===== src/hw/rtl/pfm_pkg.sv =====
`default_nettype none
// ----------------------------------------------------------------------------
// pfm_pkg: shared constants and types of the perspective frustum matrix core
// Default word sizes, lane numbering and the per-item control word that
// travels from the front part through the queue to the back part.
// ----------------------------------------------------------------------------
package pfm_pkg;

  // Default sizes: Q16.16 in a 32-bit word
  localparam int unsigned FRAC_BITS_DEF = 16;
  localparam int unsigned WORD_BITS_DEF = 32;

  // Number of divided terms and the lane of each
  localparam int unsigned NUM_TERMS   = 6;
  localparam int unsigned LANE_XSCALE = 0;
  localparam int unsigned LANE_YSCALE = 1;
  localparam int unsigned LANE_XOFF   = 2;
  localparam int unsigned LANE_YOFF   = 3;
  localparam int unsigned LANE_ZSCALE = 4;
  localparam int unsigned LANE_ZOFF   = 5;

  // Entries of the queue between front and back
  localparam int unsigned QUEUE_DEPTH = 2;

  // Per-item control word
  typedef struct packed {
    logic [NUM_TERMS-1:0] neg;      // quotient sign per lane
    logic [NUM_TERMS-1:0] zero;     // zero denominator per lane
    logic                 infinite; // infinite-far form selected
    logic                 inf_sat;  // -2*near clamped
  } pfm_ctl_t;

endpackage
`default_nettype wire


===== src/hw/rtl/pfm_queue.sv =====
`default_nettype none
// ----------------------------------------------------------------------------
// pfm_queue: short first-in first-out queue between front and back
// Registers each classified word; the back part drains one word a cycle.
// ----------------------------------------------------------------------------
module pfm_queue
  import pfm_pkg::*;
#(
  parameter int unsigned DATA_BITS = 8
) (
  input  wire logic                 clk_i,
  input  wire logic                 rst_ni,
  input  wire logic                 push_i,
  input  wire logic [DATA_BITS-1:0] data_i,
  output logic                      full_o,
  input  wire logic                 pop_i,
  output logic                      valid_o,
  output logic [DATA_BITS-1:0]      data_o
);

  localparam int unsigned AW = $clog2(QUEUE_DEPTH);
  localparam int unsigned CW = $clog2(QUEUE_DEPTH + 1);

  logic [DATA_BITS-1:0] mem_q [QUEUE_DEPTH];
  logic [AW-1:0]        wr_q, rd_q;
  logic [CW-1:0]        cnt_q;

  // Store the word
  always_ff @(posedge clk_i) begin
    if (push_i) begin
      mem_q[wr_q] <= data_i;
    end
  end

  // Advance pointers and fill count
  always_ff @(posedge clk_i or negedge rst_ni) begin
    if (!rst_ni) begin
      wr_q  <= '0;
      rd_q  <= '0;
      cnt_q <= '0;
    end else begin
      if (push_i) begin
        wr_q <= wr_q + AW'(1);
      end
      if (pop_i) begin
        rd_q <= rd_q + AW'(1);
      end
      cnt_q <= cnt_q + CW'(push_i) - CW'(pop_i);
    end
  end

  assign full_o  = (cnt_q == CW'(QUEUE_DEPTH));
  assign valid_o = (cnt_q != '0);
  assign data_o  = mem_q[rd_q];

  a_cnt_bound: assert property (@(posedge clk_i) disable iff (!rst_ni)
    cnt_q <= CW'(QUEUE_DEPTH))
    else $error("queue fill count beyond depth");

  a_no_underflow: assert property (@(posedge clk_i) disable iff (!rst_ni)
    pop_i |-> cnt_q != '0)
    else $error("queue drained while empty");

endmodule
`default_nettype wire


===== config.mk =====
export PLATFORM = sky130hd
export DESIGN_NAME = pfm_queue
export DESIGN_NICKNAME = d
export VERILOG_FILES = /design/src/hw/rtl/pfm_pkg.sv /design/src/hw/rtl/pfm_queue.sv
export SDC_FILE = /design/constraint.sdc
export NUM_CORES = 1
export LEC_CHECK = 0
export BUFFER_PORTS_ARGS = -buffer_cell sky130_fd_sc_hd__buf_2
export CAP_MARGIN = 30
export CORE_MARGIN = 10
export CORE_UTILIZATION = 49
export DETAILED_ROUTE_END_ITERATION = 16
export PLACE_DENSITY = 0.75
export SYNTH_ARGS = -nofsm -noshare
export SYNTH_HDL_FRONTEND = slang
export SYNTH_SLANG_ARGS = --single-unit

===== constraint.sdc =====
create_clock -name clk_i -period 1.5 [get_ports clk_i]
set_input_delay 0.225 -clock clk_i [delete_from_list [all_inputs] [get_ports clk_i]]
set_output_delay 0.225 -clock clk_i [all_outputs]
set_load 0.02 [all_outputs]

==> flow_metrics.env <==
export IMPL_irDropWorstVdd_mv=1.096
export IMPL_io_pin_count=22
export IMPL_grt_pass1_vias=440
export IMPL_drv_slew=0
export IMPL_first_iter_violations=2
export IMPL_fp_row_count=14
export IMPL_synth_compound_area_share_pct=0
export IMPL_crit_arrival_ns=1.30
export IMPL_grt_setup_unrepaired="true"
export IMPL_fp_dieW_um=60.68
export IMPL_tritoncts="done"
export IMPL_syn_to_final_growth_pct=29.48
export IMPL_wl_um=1299
export IMPL_vias=410
export IMPL_portBuffers=21
export IMPL_ys_seq_area_share_pct=71.60
export IMPL_synth_edf_count=16
export IMPL_clockRootBuffer="clkbuf_4"
export IMPL_post_synth_top_area_cell="edfxtp_1"
export IMPL_fmax_ghz=0.6568
export IMPL_muxShareOfSynthArea_pct=14.81
export IMPL_finalCriticalPeriod_ns=1.523
export IMPL_synthTopCellsByArea="edfxtp_1 (59%), mux2_4 (15%), dfrtp_1 (12%)"
export IMPL_setup_ws_ns=-0.02261
export IMPL_yosysMostFrequentCell="edfxtp_1"
export IMPL_synth_xor_area_share_pct=5.093
export IMPL_numCtsBuffers=3
export IMPL_drt_antenna_violating_nets=0
export IMPL_diodes=0
export IMPL_gp_congestion=0.6026
export IMPL_synth_top_family_by_area="multiplexers"
export IMPL_end_kind="output port"
export IMPL_synth_common_cells="edfxtp_1 (16), mux2_4 (8), dfrtp_1 (4)"
export IMPL_coreArea_um2=1541
export IMPL_violations="setup timing"
export IMPL_cts_sinks=20
export IMPL_grt_max_degree=12
export IMPL_yosysWarningCount=0
export IMPL_dp_cells=77
export IMPL_leakage_nw=0.4620
export IMPL_htreeDepth=1
export IMPL_routedWlPerCell_um=15.28
export IMPL_grt_pass1_wl_um=1904
export IMPL_via_per_inst=4.824
export IMPL_hold_viol_final=0
export IMPL_drive_gt1_share_pct=55.07
export IMPL_synth_top_cell_area_share_pct=59.26
export IMPL_fin_cells=85
export IMPL_grt_total_usage_pct=6.879
export IMPL_crit_fanout=5
export IMPL_post_route_drc_count=0
export IMPL_postSynth_asyncResetShare_pct=20.00
export IMPL_cap_violations=0
export IMPL_syn_num_nets=54
export IMPL_fin_worst_hold_slack_ns=0.1173
export IMPL_final_setup_skew_ns=0.002235
export IMPL_syn_inst=40
export IMPL_required_ns=1.27
export IMPL_layout_nets=84
export IMPL_clk_path_buf_depth=2
export IMPL_setup_viol=6
export IMPL_synth_adder_area_share_pct=3.086
export IMPL_status="finished, violations left"
export IMPL_nFillCells=111
export IMPL_dr_pass1_iters=3
export IMPL_yosysUniqueCellTypes=11
export IMPL_hp_class="in -> reg"
export IMPL_dieArea_um2=3681
export IMPL_critical_path_class="reg -> out"
export IMPL_start_kind="flip-flop"
export IMPL_ys_seq_elements=20
export IMPL_start_util_pct=52.60
export IMPL_clk_pin_slew_ns=0.10
export IMPL_worst_skew_pair_late_latency_ns=0.29
export IMPL_fin_crit_sh_pct=101.5
export IMPL_yosys_most_used_dff="edfxtp_1"
export IMPL_dieHeight_um=60.68
export IMPL_grt_overflow_total=0
export IMPL_relSlewSlack_pct=74.31
export IMPL_synth_simple_area_share_pct=3.086
export IMPL_grt_antenna_before_repair=0
export IMPL_syn_area_um2=810.8
export IMPL_worstMarginPinSlew_ns=0.3853
export IMPL_avgSynthCellArea_um2=20.27
export IMPL_powerDensity_nw_per_um2=1902
## layer usage
layer / GRT usage [%] / vias up / share of wire [%]
met5: 0 / - / 0
met3: 2.923 / 0 / 8.4
met2: 11.79 / 13 / 53
li1: - / 203 / -
met4: 2.821 / 0 / 0
met1: 7.250 / 194 / 39
## critical path, cell delays in order, from the launching register on
cell and delay, ns:
dfrtp_2 0.43, buf_6 0.14, mux2_4 0.30, buf_6 0.13
## timing repair
action,4_1_cts,5_1_grt
pin swaps,0,0
hold buffers,1,0
endpoints found under the setup margin,8,8
resized for setup,5,18
setup buffers,2,1
hold endpoints to repair,4,0
## cell type report
type	instances	area, um^2	share of cell area (%)
inverters	2	7.507	0.7151
repair buffers	26	202.7	19.31
clock inverters	1	3.754	0.3576
flip-flops and latches	20	581.8	55.42
multi-input cells	17	211.5	20.14
clock buffers	3	22.52	2.145
well taps	16	20.02	1.907
## stage by stage
| stage | setup WS [ns] | power, mW | TNS [ns] | util [%] | area [um^2] |
|---|---|---|---|---|---|
| finish | -0.02261 | 1.997 | -0.07870 | 68.10 | 1050 |
| global placement | 0.1387 | 1.536 | 0 | 60.47 | 932.1 |
| CTS | -0.05375 | 1.870 | -0.3911 | 64.37 | 992.2 |
| global route | -0.05295 | 2.099 | -0.3510 | 68.10 | 1050 |
| floorplan | 0.3383 | 1.382 | 0 | - | 810.8 |
| detailed placement | 0.1229 | 1.561 | 0 | 60.47 | 932.1 |
## power by group
group          switching, mW  internal, mW  leakage, nW
clock network          0.150        0.0966       0.0154
registers             0.0620         0.758        0.196
logic                  0.410         0.520        0.251
## flip-flops by register name, indices dropped and copies added, names as in the netlist
signal / cells
cnt_q: 2
wr_q: 1
mem_q: 16
rd_q: 1
## kinds of logic after synthesis
| kind of cell | after synthesis |
|---|---|
| flip-flops | 20 |
| AND/OR/NAND/NOR | 4 |
| buffers and inverters | 3 |
| multiplexers | 8 |
| adder cells (fa/ha/maj) | 2 |
| XOR/XNOR | 3 |
## cell usage in the layout, fill, tap and decap left out
cell type / n
ha_1: 2
edfxtp_1: 16
xor2_1: 2
nor2b_1: 2
clkbuf_4: 3
mux2_4: 8
dfrtp_2: 1
buf_4: 2
xor3_1: 1
or2_2: 1
buf_6: 10
dlygate4sd3_1: 1
buf_2: 13
inv_1: 2
clkinv_1: 1
dfrtp_1: 3
and2_1: 1
## path summary, 6_finish.rpt
kind	cells past startpoint	to	slack, ns	start
max	3	data_o[1]	-0.02	rd_q
min	1	mem_q[1][3]	0.12	data_i[3]
max reg2reg	5	cnt_q[1]	0.30	cnt_q[0]
min reg2reg	1	wr_q	0.50	wr_q
max in group asynchronous	2	rd_q	1.13	rst_ni
min in group asynchronous	2	wr_q	0.24	rst_ni
Power figures use the tool's default switching activity.
