$ cat src/hw/rtl/pfm_pkg.sv
`default_nettype none
// ----------------------------------------------------------------------------
// pfm_pkg: shared constants and types of the perspective frustum matrix core
// Default word sizes, lane numbering and the per-item control word that
// travels from the front part through the queue to the back part.
// ----------------------------------------------------------------------------
package pfm_pkg;

  // Default sizes: Q16.16 in a 32-bit word
  localparam int unsigned FRAC_BITS_DEF = 16;
  localparam int unsigned WORD_BITS_DEF = 32;

  // Number of divided terms and the lane of each
  localparam int unsigned NUM_TERMS   = 6;
  localparam int unsigned LANE_XSCALE = 0;
  localparam int unsigned LANE_YSCALE = 1;
  localparam int unsigned LANE_XOFF   = 2;
  localparam int unsigned LANE_YOFF   = 3;
  localparam int unsigned LANE_ZSCALE = 4;
  localparam int unsigned LANE_ZOFF   = 5;

  // Entries of the queue between front and back
  localparam int unsigned QUEUE_DEPTH = 2;

  // Per-item control word
  typedef struct packed {
    logic [NUM_TERMS-1:0] neg;      // quotient sign per lane
    logic [NUM_TERMS-1:0] zero;     // zero denominator per lane
    logic                 infinite; // infinite-far form selected
    logic                 inf_sat;  // -2*near clamped
  } pfm_ctl_t;

endpackage
`default_nettype wire

$ cat src/hw/rtl/pfm_front.sv
`default_nettype none
// ----------------------------------------------------------------------------
// pfm_front: front part of the frustum matrix core
// Holds the infinity limit, forms denominators, numerator magnitudes and
// signs, the far*near product and the infinite-far depth offset.
// ----------------------------------------------------------------------------
module pfm_front
  import pfm_pkg::*;
#(
  parameter int unsigned FRAC_BITS = FRAC_BITS_DEF,
  parameter int unsigned WORD_BITS = WORD_BITS_DEF
) (
  input  wire logic                                   clk_i,
  input  wire logic                                   rst_ni,
  input  wire logic                                   cfg_valid_i,
  output logic                                        cfg_ready_o,
  input  wire logic signed [WORD_BITS-1:0]            cfg_data_i,
  input  wire logic signed [WORD_BITS-1:0]            left_plane_i,
  input  wire logic signed [WORD_BITS-1:0]            right_plane_i,
  input  wire logic signed [WORD_BITS-1:0]            bottom_plane_i,
  input  wire logic signed [WORD_BITS-1:0]            top_plane_i,
  input  wire logic signed [WORD_BITS-1:0]            near_distance_i,
  input  wire logic signed [WORD_BITS-1:0]            far_distance_i,
  output logic [NUM_TERMS-1:0][2*WORD_BITS:0]         num_o,
  output logic [NUM_TERMS-1:0][WORD_BITS:0]           den_o,
  output logic [WORD_BITS-1:0]                        inf_val_o,
  output pfm_ctl_t                                    ctl_o
);

  localparam int unsigned W  = WORD_BITS;
  localparam int unsigned NW = 2 * WORD_BITS + 1;

  logic signed [W-1:0] limit_q;

  logic signed [W:0]   dx, dy, dz;
  logic signed [W+1:0] sx, sy, sz, vinf;
  logic [W:0]          mdx, mdy, mdz, msx, msy, msz;
  logic [W-1:0]        mn, mf;
  logic [2*W-1:0]      prod;
  logic                pneg, sat_hi, sat_lo;

  // Take the infinity limit; writes must arrive only while idle, which the user keeps to: the block does not enforce it
  assign cfg_ready_o = 1'b1;

  always_ff @(posedge clk_i or negedge rst_ni) begin
    if (!rst_ni) begin
      limit_q <= {1'b0, {(W-1){1'b1}}};
    end else if (cfg_valid_i) begin
      limit_q <= cfg_data_i;
    end
  end

  // Differences and sums at full width
  assign dx = (W+1)'(right_plane_i) - (W+1)'(left_plane_i);
  assign dy = (W+1)'(top_plane_i) - (W+1)'(bottom_plane_i);
  assign dz = (W+1)'(far_distance_i) - (W+1)'(near_distance_i);
  assign sx = (W+2)'(right_plane_i) + (W+2)'(left_plane_i);
  assign sy = (W+2)'(top_plane_i) + (W+2)'(bottom_plane_i);
  assign sz = (W+2)'(0) - ((W+2)'(far_distance_i) + (W+2)'(near_distance_i));
  assign vinf = (W+2)'(0) - ((W+2)'(near_distance_i) + (W+2)'(near_distance_i));

  // Magnitudes
  assign mdx = dx[W] ? (W+1)'(-dx) : dx;
  assign mdy = dy[W] ? (W+1)'(-dy) : dy;
  assign mdz = dz[W] ? (W+1)'(-dz) : dz;
  assign msx = sx[W+1] ? (W+1)'(-sx) : sx[W:0];
  assign msy = sy[W+1] ? (W+1)'(-sy) : sy[W:0];
  assign msz = sz[W+1] ? (W+1)'(-sz) : sz[W:0];
  assign mn  = near_distance_i[W-1] ? W'(-near_distance_i) : near_distance_i;
  assign mf  = far_distance_i[W-1] ? W'(-far_distance_i) : far_distance_i;

  // Product for the finite depth offset, registered in the queue
  assign prod = (2*W)'(mf) * (2*W)'(mn);
  assign pneg = (far_distance_i != '0) && (near_distance_i != '0) &&
                (far_distance_i[W-1] == near_distance_i[W-1]);

  // Numerators
  assign num_o[LANE_XSCALE] = NW'(mn) << (FRAC_BITS + 1);
  assign num_o[LANE_YSCALE] = NW'(mn) << (FRAC_BITS + 1);
  assign num_o[LANE_XOFF]   = NW'(msx) << FRAC_BITS;
  assign num_o[LANE_YOFF]   = NW'(msy) << FRAC_BITS;
  assign num_o[LANE_ZSCALE] = NW'(msz) << FRAC_BITS;
  assign num_o[LANE_ZOFF]   = {prod, 1'b0};

  assign den_o[LANE_XSCALE] = mdx;
  assign den_o[LANE_YSCALE] = mdy;
  assign den_o[LANE_XOFF]   = mdx;
  assign den_o[LANE_YOFF]   = mdy;
  assign den_o[LANE_ZSCALE] = mdz;
  assign den_o[LANE_ZOFF]   = mdz;

  // Clamp -2*near for the infinite-far form
  assign sat_hi    = !vinf[W+1] && (vinf[W:W-1] != 2'b00);
  assign sat_lo    = vinf[W+1] && (vinf[W:W-1] != 2'b11);
  assign inf_val_o = sat_hi ? {1'b0, {(W-1){1'b1}}} :
                     sat_lo ? {1'b1, {(W-1){1'b0}}} : vinf[W-1:0];

  // Classify
  always_comb begin
    ctl_o.neg[LANE_XSCALE]  = near_distance_i[W-1] ^ dx[W];
    ctl_o.neg[LANE_YSCALE]  = near_distance_i[W-1] ^ dy[W];
    ctl_o.neg[LANE_XOFF]    = sx[W+1] ^ dx[W];
    ctl_o.neg[LANE_YOFF]    = sy[W+1] ^ dy[W];
    ctl_o.neg[LANE_ZSCALE]  = sz[W+1] ^ dz[W];
    ctl_o.neg[LANE_ZOFF]    = pneg ^ dz[W];
    ctl_o.zero[LANE_XSCALE] = (dx == '0);
    ctl_o.zero[LANE_YSCALE] = (dy == '0);
    ctl_o.zero[LANE_XOFF]   = (dx == '0);
    ctl_o.zero[LANE_YOFF]   = (dy == '0);
    ctl_o.zero[LANE_ZSCALE] = (dz == '0);
    ctl_o.zero[LANE_ZOFF]   = (dz == '0);
    ctl_o.infinite          = far_distance_i >= limit_q;
    ctl_o.inf_sat           = sat_hi || sat_lo;
  end

endmodule
`default_nettype wire

$ cat config.mk
export PLATFORM = sky130hd
export DESIGN_NAME = pfm_front
export DESIGN_NICKNAME = d
export VERILOG_FILES = /design/src/hw/rtl/pfm_pkg.sv /design/src/hw/rtl/pfm_front.sv
export SDC_FILE = /design/constraint.sdc
export NUM_CORES = 2
export LEC_CHECK = 0
export BUFFER_PORTS_ARGS = -buffer_cell sky130_fd_sc_hd__buf_2
export CORE_UTILIZATION = 45
export DETAILED_ROUTE_END_ITERATION = 8
export PLACE_DENSITY = 0.76
export SLEW_MARGIN = 20
export SYNTH_ARGS = -nofsm -noshare
export SYNTH_HDL_FRONTEND = slang
export SYNTH_SLANG_ARGS = --single-unit
$ cat constraint.sdc
create_clock -name clk_i -period 11.05 [get_ports clk_i]
set_input_delay 0.5525 -clock clk_i [delete_from_list [all_inputs] [get_ports clk_i]]
set_output_delay 0.5525 -clock clk_i [all_outputs]
set_load 0.005 [all_outputs]
==> impl_metrics.csv <==
group,metric,value,unit
route,drcViolationCount,0,
clock_network,clkTransAtPathRegs,50,ps
die,fp.dieH,349,um
sta,fmax,0.0916,GHz
logic_synthesis,synth_area_per_cell,7.84,um^2
clock_network,ctsHtreeMaxLevel,2,
place,post-place-ws,-164,ps
cells_and_area,largestRegisters,"limit_q (32)",
logic_synthesis,yosys.cell_types.count,109,
clock_network,cts_tree,"yes",
sta,fin_crit_sh,98.8,%
critical_path,crit_end,"num_o[385]",
route,antenna_left,0,
logic_synthesis,syn_area,0.0543,mm^2
die,fp.coreArea,0.120,mm^2
critical_path,cpPeakStageDelay,640,ps
sta,fin_crit,10920,ps
global_route,grt_use_met1,44.4,%
global_route,grtUsageMet3,10.7,%
die,start_util,45.3,%
sta,finalHoldViolations,0,
critical_path,critical_path_required,10500,ps
sta,max_slew_margin,20.6,%
critical_path,cpLargestDelayFamily,"adder cells",
route,wire_per_inst,25.1,um
global_route,grt_pass1_wl,336000,um
global_route,grt_overflow,0,
sta,setup_viol_count_final,0,
route,initialDrtViolationCount,5626,
die,rows,127,
critical_path,worstPathMaxFanout,4,
flow_run,drv_cap,0,
logic_synthesis,seq_area_frac_synth,1.55,%
die,dieArea,0.122,mm^2
clock_network,cts_buffer_depth,2,
clock_network,cts_sinks,32,
die,io_pins,862,
die,fp.dieW,349,um
critical_path,critPathKind,"in -> out",
route,dr.pass1.iters,8,
critical_path,timing.rr.end,"limit_q[28]",
critical_path,critPathBufInv,12,
logic_synthesis,netlist.area_leader.share,33.2,%
sta,fin_skew,0,ps
logic_synthesis,syn_inst,6931,
place,place_congestion,1.05,
critical_path,r2r_slack,10100,ps
cells_and_area,nNetsFinal,9280,
critical_path,crit_arrival,10360,ps
cells_and_area,area_growth,13.5,%
route,totalWireLength,233000,um
global_route,grt_max_degree,64,
clock_network,cts_hold_buf,0,
cells_and_area,largest_register,"limit_q",
clock_network,clock_latency,300,ps
critical_path,r2r_start,"limit_q[28]",
global_route,grt_most_used_layer,"met2",
clock_network,cts_buffers,5,
critical_path,crit_slowest_cell,"or4_4",
logic_synthesis,synth_edf_count,0,
cells_and_area,drive_gt1_share,17.5,%
logic_synthesis,synth_top_area_cell,"fa_1",
critical_path,cp-end-kind,"primary output",
worst_hold_path,min_path_type,"in -> async",
sta,slew_viol_final,0,
cells_and_area,largest_reg_flops,32,
critical_path,worst_path_most_repeated_cell,"fa_1",
status,status,"completed",
critical_path,worst-r2r-cell-count,2,
global_route,grt_pass1_vias,52484,
sta,setup_slack,134,ps
global_route,use_met2,57.4,%
cells_and_area,final_core_util,51.4,%
logic_synthesis,ys_ff_latch,32,
logic_synthesis,ys_async_sr_fraction,100,%
critical_path,critPathLaunchType,"primary input",
sta,grt_setup_unrepaired,"true",
global_route,antenna_found_initial,73,
logic_synthesis,synth_warnings,0,
clock_network,cts_root_buffer,"clkbuf_16",
logic_synthesis,synth_flop_cell,"dfstp_2",
sta,fin_hold_ws,386,ps
route,vias_per_cell,5.74,
sta,worst_slew_pin_slew,1180,ps
route,num_vias,53347,
place,dpl.hpwl,203000,um
critical_path,cp_num_cells,40,
global_route,grt_util_all_layers,37.2,%
logic_synthesis,synth_area_leaders,"fa_1, ha_1, inv_1",
place,numPortBuffers,697,
critical_path,cp-startpoint,"far_distance_i[0]",
cell type report:
class,count,area (um^2)
diodes,52,130
clock buffers,5,125
clock inverters,3,18.8
repair buffers,1105,7000
fillers,11561,58200
multi-input cells,5292,47100
well taps,1612,2020
inverters,1186,4460
flip-flops and latches,32,840
through the flow:
stage | cells | TNS, ps | area (um^2)
floorplan | 7093 | 0 | 54900
CTS | 9190 | 0 | 60500
detailed placement | 9181 | -486 | 60300
global route | 9277 | -429 | 61600
global placement | 9181 | -11.9 | 60300
finish | 9287 | 0 | 61600
how the worst min path moves through the flow:
stage                             end  slack (ps)  cells after the start
final                     limit_q[31]         390                      1
after global routing      limit_q[31]         420                      1
after CTS                 limit_q[31]         390                      1
after detailed placement  limit_q[30]         510                      2
after global placement    limit_q[20]         500                      2
after floorplan           limit_q[31]         260                      0
worst register-to-register path: stages (launching register included):
cell and delay, ps:
dfstp_2 520, inv_1 130, o21ai_0 220
synthesized netlist by cell type, types with 9 or more instances:
library cell	number
inv_1	1167
fa_1	902
nor2_1	800
nand2_1	695
ha_1	529
xnor2_1	396
a21oi_1	326
buf_4	305
clkbuf_1	238
o21ai_0	231
nor3_1	103
xor2_1	101
a21o_1	99
nand3_1	77
a31oi_1	64
nand4_1	55
o31ai_1	54
and2_1	49
nor2b_1	49
nand2b_1	48
and3_1	41
nor4_1	40
o21a_1	33
a211oi_1	31
dfstp_2	31
buf_2	29
o21bai_1	29
or3_1	29
o211ai_1	26
and4_1	17
clkinv_1	17
a311oi_1	15
or4_1	15
o41ai_1	14
or2_2	14
a2111oi_0	13
o31a_1	11
o2111ai_1	10
a211o_1	9
a41oi_1	9
nor4b_1	9
cells by family after synthesis:
group                    share of synthesized area, %
adder cells (fa/ha/maj)                          45.4
flip-flops                                       1.55
other                                          0.0138
XOR/XNOR                                         8.01
multiplexers                                    0.177
AND/OR/NAND/NOR                                  17.4
buffers and inverters                            14.4
AO/OA/AOI/OAI                                    12.9
cell usage in the layout (no fill, tap or decap), drive strengths merged, types with 11 or more instances in the layout:
cell,count
fa,902
o31a,11
a31oi,64
o31ai,57
nand2b,48
o21ai,239
xnor2,396
a311oi,15
nor4,44
nor2,802
or4,18
o41ai,16
a21oi,327
conb,164
xor2,101
buf,1105
or2,15
clkinv,16
a211oi,36
a21o,99
nor4b,12
diode,52
nand2,695
ha,529
o21a,33
and4,17
inv,1171
o21bai,29
or3,30
nand3,78
nand4,55
and2,49
dfstp,31
nor2b,49
nor3,104
a2111oi,15
and3,42
o211ai,26
what timing repair did:
item                                    CTS  global route
gates resized for setup                  14           131
pin swaps                                 1            56
setup buffers                             1            48
endpoints found under the setup margin    9            20
layer usage:
layer  vias up  share of wire (%)
met5         -              0.081
met4        26                7.8
met3       790                 12
met2      3271                 44
met1     26202                 36
li1      23058                  -
Power is left out: the tool's default activity adds up to more than one toggle a clock period on the data nets, which glitch-free logic cannot reach.
